## config.mk

```make
export PLATFORM = sky130hd
export DESIGN_NAME = stable_priority_queue_unit
export DESIGN_NICKNAME = d
export VERILOG_FILES = /design/src/sv/spq_pkg.sv /design/src/sv/spq_datapath.sv /design/src/sv/spq_ctrl.sv /design/src/sv/stable_priority_queue_unit.sv
export SDC_FILE = /design/constraint.sdc
export NUM_CORES = 1
export LEC_CHECK = 0
export BUFFER_PORTS_ARGS = -buffer_cell sky130_fd_sc_hd__buf_2
export CAP_MARGIN = 0
export CORE_MARGIN = 8
export CORE_UTILIZATION = 60
export DETAILED_ROUTE_END_ITERATION = 12
export PLACE_DENSITY = 0.77
export SLEW_MARGIN = 30
export SYNTH_ARGS = -nofsm -noshare
export SYNTH_HDL_FRONTEND = slang
export SYNTH_SLANG_ARGS = --single-unit
```

## constraint.sdc

```tcl
create_clock -name clk_i -period 5.6 [get_ports clk_i]
set_input_delay 0.84 -clock clk_i [delete_from_list [all_inputs] [get_ports clk_i]]
set_output_delay 0.84 -clock clk_i [all_outputs]
set_load 0.01 [all_outputs]
```

## src/sv/spq_pkg.sv

```systemverilog
// Package for the stable priority queue unit: sizes, item structs, codes,
// and the command and status structs between controller and datapath.
// Depends on nothing; every other file imports it.
package spq_pkg;

  // Queue sizing and stored field widths.
  localparam int unsigned CAPACITY     = 16;
  localparam int unsigned LEVEL_WIDTH  = 8;
  localparam int unsigned HANDLE_WIDTH = 16;

  // Index width for one entry and width of the entry count.
  localparam int unsigned AW = (CAPACITY > 1) ? $clog2(CAPACITY) : 1;
  localparam int unsigned CW = $clog2(CAPACITY + 1);

  // Width of the occupancy field in a result item.
  localparam int unsigned OCC_W = 5;

  typedef enum logic {
    KIND_INSERT = 1'b0,
    KIND_REMOVE = 1'b1
  } kind_e;

  typedef enum logic [1:0] {
    STAT_DONE  = 2'd0,
    STAT_EMPTY = 2'd1,
    STAT_FULL  = 2'd2
  } status_e;

  // One input item.
  typedef struct packed {
    logic        kind;
    logic [7:0]  level;
    logic [15:0] item;
  } req_t;

  // One result item.
  typedef struct packed {
    logic [1:0]       status;
    logic [15:0]      item_out;
    logic [7:0]       level_out;
    logic [OCC_W-1:0] occupancy;
  } result_t;

  // Controller states.
  typedef enum logic [1:0] {
    S_IDLE,
    S_SCAN,
    S_PLACE,
    S_POP
  } state_e;

  // Datapath operations, one per cycle.
  typedef enum logic [2:0] {
    OP_NONE,
    OP_START_INS,
    OP_START_REM,
    OP_SHIFT,
    OP_PLACE,
    OP_POP,
    OP_FULL,
    OP_EMPTY
  } op_e;

  typedef struct packed {
    op_e op;
  } cmd_t;

  typedef struct packed {
    logic empty;
    logic full;
    logic pos_one;
    logic goes_before;
  } stat_t;

endpackage

```

## src/sv/spq_datapath.sv

```systemverilog
// Datapath of the stable priority queue unit: entry memory as a ring,
// head pointer, entry count, insert position, and the result register.
// Depends on spq_pkg.
module spq_datapath (
  input  logic           clk_i,
  input  logic           rst_ni,
  input  spq_pkg::req_t  req_i,
  input  spq_pkg::cmd_t  cmd_i,
  output spq_pkg::stat_t stat_o,
  output logic           done_o,
  output spq_pkg::result_t result_o
);
  import spq_pkg::*;

  typedef struct packed {
    logic [LEVEL_WIDTH-1:0]  level;
    logic [HANDLE_WIDTH-1:0] handle;
  } entry_t;

  // Maps a position in queue order to a memory address.
  function automatic logic [AW-1:0] phys(logic [AW-1:0] h, logic [AW-1:0] j);
    logic [AW:0] s;
    s = {1'b0, h} + {1'b0, j};
    if (s >= (AW+1)'(CAPACITY)) begin
      s = s - (AW+1)'(CAPACITY);
    end
    return s[AW-1:0];
  endfunction

  entry_t mem_q [CAPACITY];
  entry_t rd_q;

  logic [CW-1:0]           count_q, count_d;
  logic [AW-1:0]           head_q, head_d;
  logic [AW-1:0]           pos_q, pos_d;
  logic [LEVEL_WIDTH-1:0]  lvl_q, lvl_d;
  logic [HANDLE_WIDTH-1:0] hdl_q, hdl_d;
  logic                    valid_q, valid_d;
  result_t                 res_q, res_d;

  logic                    rd_en;
  logic [AW-1:0]           rd_log;
  logic                    wr_en;
  entry_t                  wr_data;
  logic [CW-1:0]           count_m1;
  logic [CW-1:0]           count_p1;

  assign count_m1 = count_q - CW'(1);
  assign count_p1 = count_q + CW'(1);

  assign stat_o.empty       = (count_q == '0);
  assign stat_o.full        = (count_q == CW'(CAPACITY));
  assign stat_o.pos_one     = (pos_q == AW'(1));
  assign stat_o.goes_before = (lvl_q > rd_q.level);

  always_comb begin
    count_d = count_q;
    head_d  = head_q;
    pos_d   = pos_q;
    lvl_d   = lvl_q;
    hdl_d   = hdl_q;
    rd_en   = 1'b0;
    rd_log  = '0;
    wr_en   = 1'b0;
    wr_data = rd_q;
    valid_d = 1'b0;
    res_d   = res_q;
    unique case (cmd_i.op)
      OP_START_INS: begin
        lvl_d  = LEVEL_WIDTH'(req_i.level);
        hdl_d  = HANDLE_WIDTH'(req_i.item);
        pos_d  = count_q[AW-1:0];
        rd_en  = (count_q != '0);
        rd_log = count_m1[AW-1:0];
      end
      OP_START_REM: begin
        rd_en  = 1'b1;
        rd_log = '0;
      end
      OP_SHIFT: begin
        // Move the entry read last one place back and fetch the next one.
        wr_en   = 1'b1;
        wr_data = rd_q;
        pos_d   = pos_q - AW'(1);
        rd_en   = ({1'b0, pos_q} >= (AW+1)'(2));
        rd_log  = pos_q - AW'(2);
      end
      OP_PLACE: begin
        wr_en           = 1'b1;
        wr_data.level   = lvl_q;
        wr_data.handle  = hdl_q;
        count_d         = count_p1;
        valid_d         = 1'b1;
        res_d.status    = STAT_DONE;
        res_d.item_out  = '0;
        res_d.level_out = '0;
        res_d.occupancy = OCC_W'(count_p1);
      end
      OP_POP: begin
        head_d          = (head_q == AW'(CAPACITY - 1)) ? '0 : head_q + AW'(1);
        count_d         = count_m1;
        valid_d         = 1'b1;
        res_d.status    = STAT_DONE;
        res_d.item_out  = 16'(rd_q.handle);
        res_d.level_out = 8'(rd_q.level);
        res_d.occupancy = OCC_W'(count_m1);
      end
      OP_FULL: begin
        valid_d         = 1'b1;
        res_d.status    = STAT_FULL;
        res_d.item_out  = '0;
        res_d.level_out = '0;
        res_d.occupancy = OCC_W'(count_q);
      end
      OP_EMPTY: begin
        valid_d         = 1'b1;
        res_d.status    = STAT_EMPTY;
        res_d.item_out  = '0;
        res_d.level_out = '0;
        res_d.occupancy = '0;
      end
      default: begin
      end
    endcase
  end

  // Entry memory: one write and one registered read per cycle.
  always_ff @(posedge clk_i) begin
    if (wr_en) begin
      mem_q[phys(head_q, pos_q)] <= wr_data;
    end
    if (rd_en) begin
      rd_q <= mem_q[phys(head_q, rd_log)];
    end
  end

  always_ff @(posedge clk_i or negedge rst_ni) begin
    if (!rst_ni) begin
      count_q <= '0;
      head_q  <= '0;
      pos_q   <= '0;
      valid_q <= 1'b0;
    end else begin
      count_q <= count_d;
      head_q  <= head_d;
      pos_q   <= pos_d;
      valid_q <= valid_d;
    end
  end

  always_ff @(posedge clk_i) begin
    lvl_q <= lvl_d;
    hdl_q <= hdl_d;
    res_q <= res_d;
  end

  assign done_o   = valid_q;
  assign result_o = res_q;

endmodule

```

## src/sv/spq_ctrl.sv

```systemverilog
// Controller of the stable priority queue unit: sequences an insert scan
// or a head removal and issues one datapath operation per cycle.
// Depends on spq_pkg.
module spq_ctrl (
  input  logic           clk_i,
  input  logic           rst_ni,
  input  logic           start_i,
  input  logic           kind_i,
  input  spq_pkg::stat_t stat_i,
  output spq_pkg::cmd_t  cmd_o,
  output logic           busy_o
);
  import spq_pkg::*;

  state_e state_q, state_d;

  always_ff @(posedge clk_i or negedge rst_ni) begin
    if (!rst_ni) begin
      state_q <= S_IDLE;
    end else begin
      state_q <= state_d;
    end
  end

  always_comb begin
    state_d   = state_q;
    cmd_o.op  = OP_NONE;
    busy_o    = (state_q != S_IDLE);
    unique case (state_q)
      S_IDLE: begin
        if (start_i) begin
          if (kind_i == KIND_REMOVE) begin
            if (stat_i.empty) begin
              cmd_o.op = OP_EMPTY;
            end else begin
              cmd_o.op = OP_START_REM;
              state_d  = S_POP;
            end
          end else if (stat_i.full) begin
            cmd_o.op = OP_FULL;
          end else begin
            cmd_o.op = OP_START_INS;
            state_d  = stat_i.empty ? S_PLACE : S_SCAN;
          end
        end
      end
      S_SCAN: begin
        if (stat_i.goes_before) begin
          cmd_o.op = OP_SHIFT;
          if (stat_i.pos_one) begin
            state_d = S_PLACE;
          end
        end else begin
          cmd_o.op = OP_PLACE;
          state_d  = S_IDLE;
        end
      end
      S_PLACE: begin
        cmd_o.op = OP_PLACE;
        state_d  = S_IDLE;
      end
      S_POP: begin
        cmd_o.op = OP_POP;
        state_d  = S_IDLE;
      end
      default: begin
        state_d = S_IDLE;
      end
    endcase
  end

endmodule

```

## src/sv/stable_priority_queue_unit.sv

```systemverilog
// Top level of the stable priority queue unit: controller plus datapath.
// Depends on spq_pkg, spq_ctrl and spq_datapath.
//
//   Channel   Direction  Handshake            Payload
//   request   in         start high, busy low  req_i    (kind, level, item)
//   result    out        done_o, one cycle     result_o (status, item_out,
//                                                        level_out, occupancy)
//
// Sequence: a remove of a stored entry reads the head entry on acceptance and
// pops it in S_POP, its result strobed after the pop. An insert moves each
// entry with a strictly lower level one place back in S_SCAN, limited by the
// single port pair of the entry memory: each moved entry costs one read and one
// write. A refused insert or a remove from an empty queue never leaves idle.
// Reset clears the count, the head pointer, the state and the strobe; the
// entry memory is not cleared, since only entries below the count are read.
// The receiver cannot stall: each result is shown for exactly one cycle.
module stable_priority_queue_unit (
  input  logic             clk_i,
  input  logic             rst_ni,
  input  logic             start,
  output logic             busy,
  input  spq_pkg::req_t    req_i,
  output logic             done_o,
  output spq_pkg::result_t result_o
);
  import spq_pkg::*;

  // The queue is a ring in memory: a remove only advances the head, and an
  // insert walks from the tail toward the head, moving each entry with a
  // strictly lower level one place back until the new entry's slot is found.
  cmd_t  cmd;
  stat_t stat;

  spq_ctrl u_ctrl (
    .clk_i   (clk_i),
    .rst_ni  (rst_ni),
    .start_i (start),
    .kind_i  (req_i.kind),
    .stat_i  (stat),
    .cmd_o   (cmd),
    .busy_o  (busy)
  );

  spq_datapath u_dp (
    .clk_i    (clk_i),
    .rst_ni   (rst_ni),
    .req_i    (req_i),
    .cmd_i    (cmd),
    .stat_o   (stat),
    .done_o   (done_o),
    .result_o (result_o)
  );

endmodule

```

## Word-level counts from Yosys, hierarchy flattened

Memory sizes are Yosys's and may differ from the RTL's. A register that Yosys moved wholly into a read port is not among the register bits.
Index checks and enable logic that the tools add are counted.

| operators by class | value |
|---|---|
| magnitude comparators | 4 |
| equal/unequal tests | 17 |
| muxes and demuxes | 29 |
| add/subtract/negate cells | 9 |
| reductions and logical operators | 11 |

Operator list:

| operator | count |
|---|---|
| 31-bit one-hot mux with 4 select lines | 1 |
| 24-bit 2-to-1 mux | 1 |
| 4-bit 2-to-1 mux | 5 |
| 4-bit one-hot mux with 2 select lines | 2 |
| 3-bit 2-to-1 mux | 5 |
| 2-bit 2-to-1 mux | 7 |
| 3-bit equality test (second input constant) | 4 |
| 3-bit one-hot mux with 4 select lines | 1 |
| 4-bit by 1-bit subtractor with 4-bit output (second input constant) | 3 |
| 4-bit by 4-bit adder with 5-bit output | 2 |
| 5-bit >= comparator (second input constant) | 2 |
| 5-bit one-hot mux with 2 select lines | 1 |
| 3-bit inequality test (second input constant) | 3 |
| 8-bit greater-than comparator | 1 |
| 3-bit by 2-bit equality test with 1-bit output (second input constant) | 2 |
| 2-bit one-hot mux with 3 select lines | 1 |
| 2-bit nonzero test | 3 |
| 5-bit by 1-bit adder with 5-bit output (second input constant) | 1 |
| 5-bit equality test (second input constant) | 1 |
| 5-bit zero test | 1 |
| 5-bit nonzero test | 1 |
| 5-bit by 1-bit subtractor with 5-bit output (second input constant) | 1 |
| 4-bit by 1-bit adder with 4-bit output (second input constant) | 1 |
| 2-bit equality test (second input constant) | 2 |
| other kinds (14) | 18 |

| storage, ports and cells | value |
|---|---|
| output and inout port bits | 33 |
| bits in writable memories | 384 |
| word-level logic and storage cells | 82 |
| register bits | 71 |
| memories kept | 1 |

Memory list:

| memory | words | bits a word | read ports | clocked after Yosys merged registers in | write ports | line | RTL |
|---|---|---|---|---|---|---|---|
| u_dp.mem_q | 16 | 24 | 1 | 1 | 1 | spq_datapath.sv:30 | `entry_t mem_q [CAPACITY];` |

## Longest topological paths before layout

| depth | value |
|---|---|
| depth in word-level cells | 11 |
| mapped depth | 15 |

## By module

Synthesis repeated with hierarchy kept, for this count alone.

| second synthesis, totals | value |
|---|---|
| cell total of the unflattened synthesis | 1057 |
| area total of the unflattened synthesis | 19434.9 um^2 |

By module, submodules not included:

| module | cells an instance | times used | seq. area each (um^2) | area an instance (um^2) |
|---|---|---|---|---|
| spq_datapath | 1036 | 1 | 14253.7 | 19271.0 |
| spq_ctrl | 21 | 1 | 50.0 | 163.9 |

## Least setup slack after synthesis

OpenSTA, ideal clock, no wires.

| path | value |
|---|---|
| path kind | register to register |
| from | register u_dp.lvl_q[1] |
| to | register, netlist name u_dp.rd_q[10] |
| cell stages (with the launch flop) | 15 |
| library setup time | 0.261 ns |
| slack | 1.439 ns |
| arrival time | 3.900 ns |
| period minus slack after synthesis | 4.161 ns |
| required time | 5.339 ns |
| cells stage by stage | edfxtp_1 ha_1 nor2b_1 o211ai_1 a21oi_1 a31oi_1 clkbuf_1 o22ai_1 fa_1 clkbuf_1 clkbuf_1 clkbuf_1 mux4_2 mux2i_1 mux2i_1 |

| between the ends | value |
|---|---|
| longest elaborated chain between the ends | 9 |
| elaborated cells between the ends (all ways) | 13 |
| classes of those cells | add/sub (2); order compare (2); eq/ne (3); mux (6) |

Ends and longest elaborated chain:

| item | line | RTL |
|---|---|---|
| from (decl) | spq_datapath.sv:36 | `logic [LEVEL_WIDTH-1:0] lvl_q, lvl_d;` |
| from (signal assigned) | spq_datapath.sv:152 | `lvl_q <= lvl_d;` |
| 8-bit greater-than comparator (*) | spq_datapath.sv:54 | `assign stat_o.goes_before = (lvl_q > rd_q.level);` |
| 3-bit 2-to-1 mux (*) | spq_ctrl.sv:48 | `if (stat_i.goes_before) begin` |
| 3-bit one-hot mux with 4 select lines (*) | spq_ctrl.sv:29 | `unique case (state_q)` |
| 3-bit by 2-bit equality test with 1-bit output / 3-bit by 1-bit equality test with 1-bit output (equally long branches) | spq_datapath.sv:68 | `unique case (cmd_i.op)` |
| 4-bit one-hot mux with 2 select lines | spq_datapath.sv:68 |  |
| 4-bit by 4-bit adder with 5-bit output | spq_datapath.sv:23 | `s = {1'b0, h} + {1'b0, j};` |
| 4-bit by 1-bit subtractor with 4-bit output / 5-bit >= comparator (equally long branches) | spq_datapath.sv:25, spq_datapath.sv:24 |  |
| 4-bit 2-to-1 mux | spq_datapath.sv:24 | `if (s >= (AW+1)'(CAPACITY)) begin` |
| 4-bit 2-to-1 mux | spq_datapath.sv:132 | `if (rd_en) begin` |

Mark *: on every way between the ends. The rest lies on a longest branch, timed or not. The select of a mux whose other input is x is not followed.
A chain may end at the register's enable or synchronous reset.

## Final worst setup path

| path | value |
|---|---|
| from | register, netlist name u_dp.rd_q[17] |
| to | register, netlist name u_dp.rd_q[18] |

| between the ends | value |
|---|---|
| longest elaborated chain between the ends | 9 |
| elaborated cells between the ends (all ways) | 13 |
| classes of those cells | add/sub (2); order compare (2); eq/ne (3); mux (6) |

Ends and longest elaborated chain:

| item | line |
|---|---|
| 8-bit greater-than comparator (*) | spq_datapath.sv:54 |
| 3-bit 2-to-1 mux (*) | spq_ctrl.sv:48 |
| 3-bit one-hot mux with 4 select lines (*) | spq_ctrl.sv:29 |
| 3-bit by 2-bit equality test with 1-bit output / 3-bit by 1-bit equality test with 1-bit output (equally long branches) | spq_datapath.sv:68 |
| 4-bit one-hot mux with 2 select lines | spq_datapath.sv:68 |
| 4-bit by 4-bit adder with 5-bit output | spq_datapath.sv:23 |
| 4-bit by 1-bit subtractor with 4-bit output / 5-bit >= comparator (equally long branches) | spq_datapath.sv:25, spq_datapath.sv:24 |
| 4-bit 2-to-1 mux | spq_datapath.sv:24 |
| 4-bit 2-to-1 mux | spq_datapath.sv:132 |

Marked as above.

==> metrics.cfg <==
[grt]
track_usage_pct = 20.9
antenna_found_initial = 0
grt_use_met2_pct = 35.1
gr-total-overflow = 0
grt_pass1_vias = 9565
grt_use_met1_pct = 28.4
grt_max_degree = 49
grt_pass1_wl_um = 59300
busiest_layer = met2
met3_usage_pct = 2.87

[synthesis]
synth_top_family_by_area = multiplexers
synth-edff-count = 463
synth_xor_area_share_pct = 0.920
synth_simple_gate_area_share_pct = 2.65
synth_compound_area_share_pct = 2.20
ys_seq_area_share_pct = 74.6
syn_avg_cell_area_um2 = 20.4
yosysUniqueCellTypes = 54
async_flop_share_pct = 3.34
yosys_warnings = 0
synth-main-ff-cell = edfxtp_1
synthMuxAreaShare_pct = 16.5
synthesis.instances = 941
synth-seq-cells = 479
synthesis.nets = 993
synth_area_um2 = 19200
synthAdderAreaFrac_pct = 1.64

[timing]
worstMarginPinSlew_ps = 981
drv_slew = 0
rsz0062_at_grt = false
fin_crit_sh_pct = 82.8
hold_viol_final = 0
worst_slack_ps = 964
tns_ps = 0
setup_viol = 0
fin_crit_ps = 4640
slew-limit-headroom_pct = 34.5
fmax_ghz = 0.216
skew_ps = 20.3

[worst_setup_path]
cp_slowest_stage_delay_ps = 1120
critPathRequiredTime_ps = 5880
crit_buf_inv = 2
cpMaxStageDelayCell = fa_4
arrival_ps = 4910
crit_chain = inv_1, ha_1, nor2b_1, o211ai_1, a21oi_1, a31oi_1, o22ai_1, ha_4, fa_4, buf_12, mux4_2, mux2i_1, mux2i_1
path_common_cell = mux2i_1
cp_top_family = adder cells
crit_fanout = 36
criticalPathCategory = register to register
crit_path_start_kind = register
endpoint_kind = register

[clocking]
h-tree-depth = 2
insertion_delay_ps = 550
ctsHoldBuffers = 0
clk_pin_slew_ps = 60
cts_tree = yes
cts_root_buf = clkbuf_16
numCtsBuffers = 47
postCtsSetupRepairBufs = 0
cts_sinks = 479
clock_path_buffers = 3
cts_resized = 0

[finish]
fin_cells = 1472
n_antenna_cell = 0
layout_commonest_cell = edfxtp_1
final_nets = 1087
final_cell_mix = 463 x edfxtp_1, 96 x mux4_2, 73 x mux2i_1
drive_above_1_share_pct = 29.0
area_growth_pct = 12.6

[floorplan]
core_um2 = 31600
rows = 65
io_pins = 61
die_w_um = 195
die_y_um = 195
dieArea_um2 = 37900
start_util_pct = 60.8

[route]
avgViaCountPerCell = 6.33
wl_per_cell_um = 26.9
drt_pass1_iterations = 5
dr_total_vias = 9320
ant_nets = 0
drt-initial-drc-count = 944
routed_wl_um = 39600
route.detailed.drc = 0

[worst_hold_path]
hp-class = primary input to async pin

[outcome]
status = complete, no violations

[flow_run]
maxCapViolCount = 0

[placement]
io_buffer_count = 60
hpwl_um = 22800
place.gp.congestion = 0.798
post-place-ws_ps = 1050
dp_cells = 1388

==> sequential cells by signal (all words and copies together) (netlist names), 2 cells and up <==
name / count
u_dp.lvl_q: 8
u_dp.result_o: 31
u_dp.pos_q: 4
u_dp.hdl_q: 16
u_dp.rd_q: 24
u_ctrl.state_q: 2
u_dp.mem_q: 384
u_dp.count_q: 5
u_dp.head_q: 4
==> worst paths after layout <==
| check | from | to | slack, ps | depth (start not counted) |
|---|---|---|---|---|
| worst max register to register | u_dp.rd_q[17] | u_dp.rd_q[18] | 960 | 13 |
| worst min-delay path | rst_ni | u_dp.count_q[2] | 220 | 1 |
| min in group clk_i | req_i[10] | u_dp.hdl_q[10] | 460 | 1 |
| max in group asynchronous | rst_ni | u_dp.pos_q[0] | 5100 | 1 |
| worst min register to register | u_dp.rd_q[3] | u_dp.result_o[16] | 590 | 1 |
| worst max-delay path | u_dp.rd_q[17] | u_dp.rd_q[18] | 960 | 13 |
==> metal layers <==
metal | wire [µm] | share of wire (%)
met4 | 1100 | 2.8
met1 | 16000 | 40
met2 | 19800 | 50
met5 | 0 | 0
met3 | 2690 | 6.8
==> cells in the mapped netlist (8+ instances only) <==
library cell	count	share of area (%)
nand2_1	21	0.41
clkbuf_1	28	0.55
nor2_1	29	0.57
a21oi_1	20	0.52
o21ai_0	11	0.29
mux2_2	25	1.5
dfrtp_1	16	2.1
nand3_1	8	0.21
ha_1	22	1.4
buf_2	14	0.37
inv_1	18	0.35
edfxtp_1	463	72
mux2i_1	73	3.8
mux4_2	96	11
and3_1	17	0.55
xnor2_1	10	0.46
==> logic make-up after synthesis <==
kind of cell,Yosys count
mux,194
xor+xnor,18
compound gates,64
fa+ha+maj,24
buf+inv,64
simple gates,98
flops,479
==> layout make-up <==
class                      count  area [µm²]
clock buffer                  52        1190
clock inverter                32         236
fill                        1981        9950
inverter                      18        67.6
multi-input combinational    398        4700
sequential                   479       14300
tap                          402         503
timing repair buffer          91         596
==> stage by stage <==
stage               hold slack (ps)  utilization (%)  cell area, µm²
finish                          220             68.5           21600
global route                    241             68.5           21600
CTS                             231             68.5           21600
detailed placement              571             63.9           20200
global placement                560             63.9           20200
floorplan                       529                -           19200
Power is left out: the tool's default activity adds up to more than one toggle a clock period on the data nets, which glitch-free logic cannot reach.
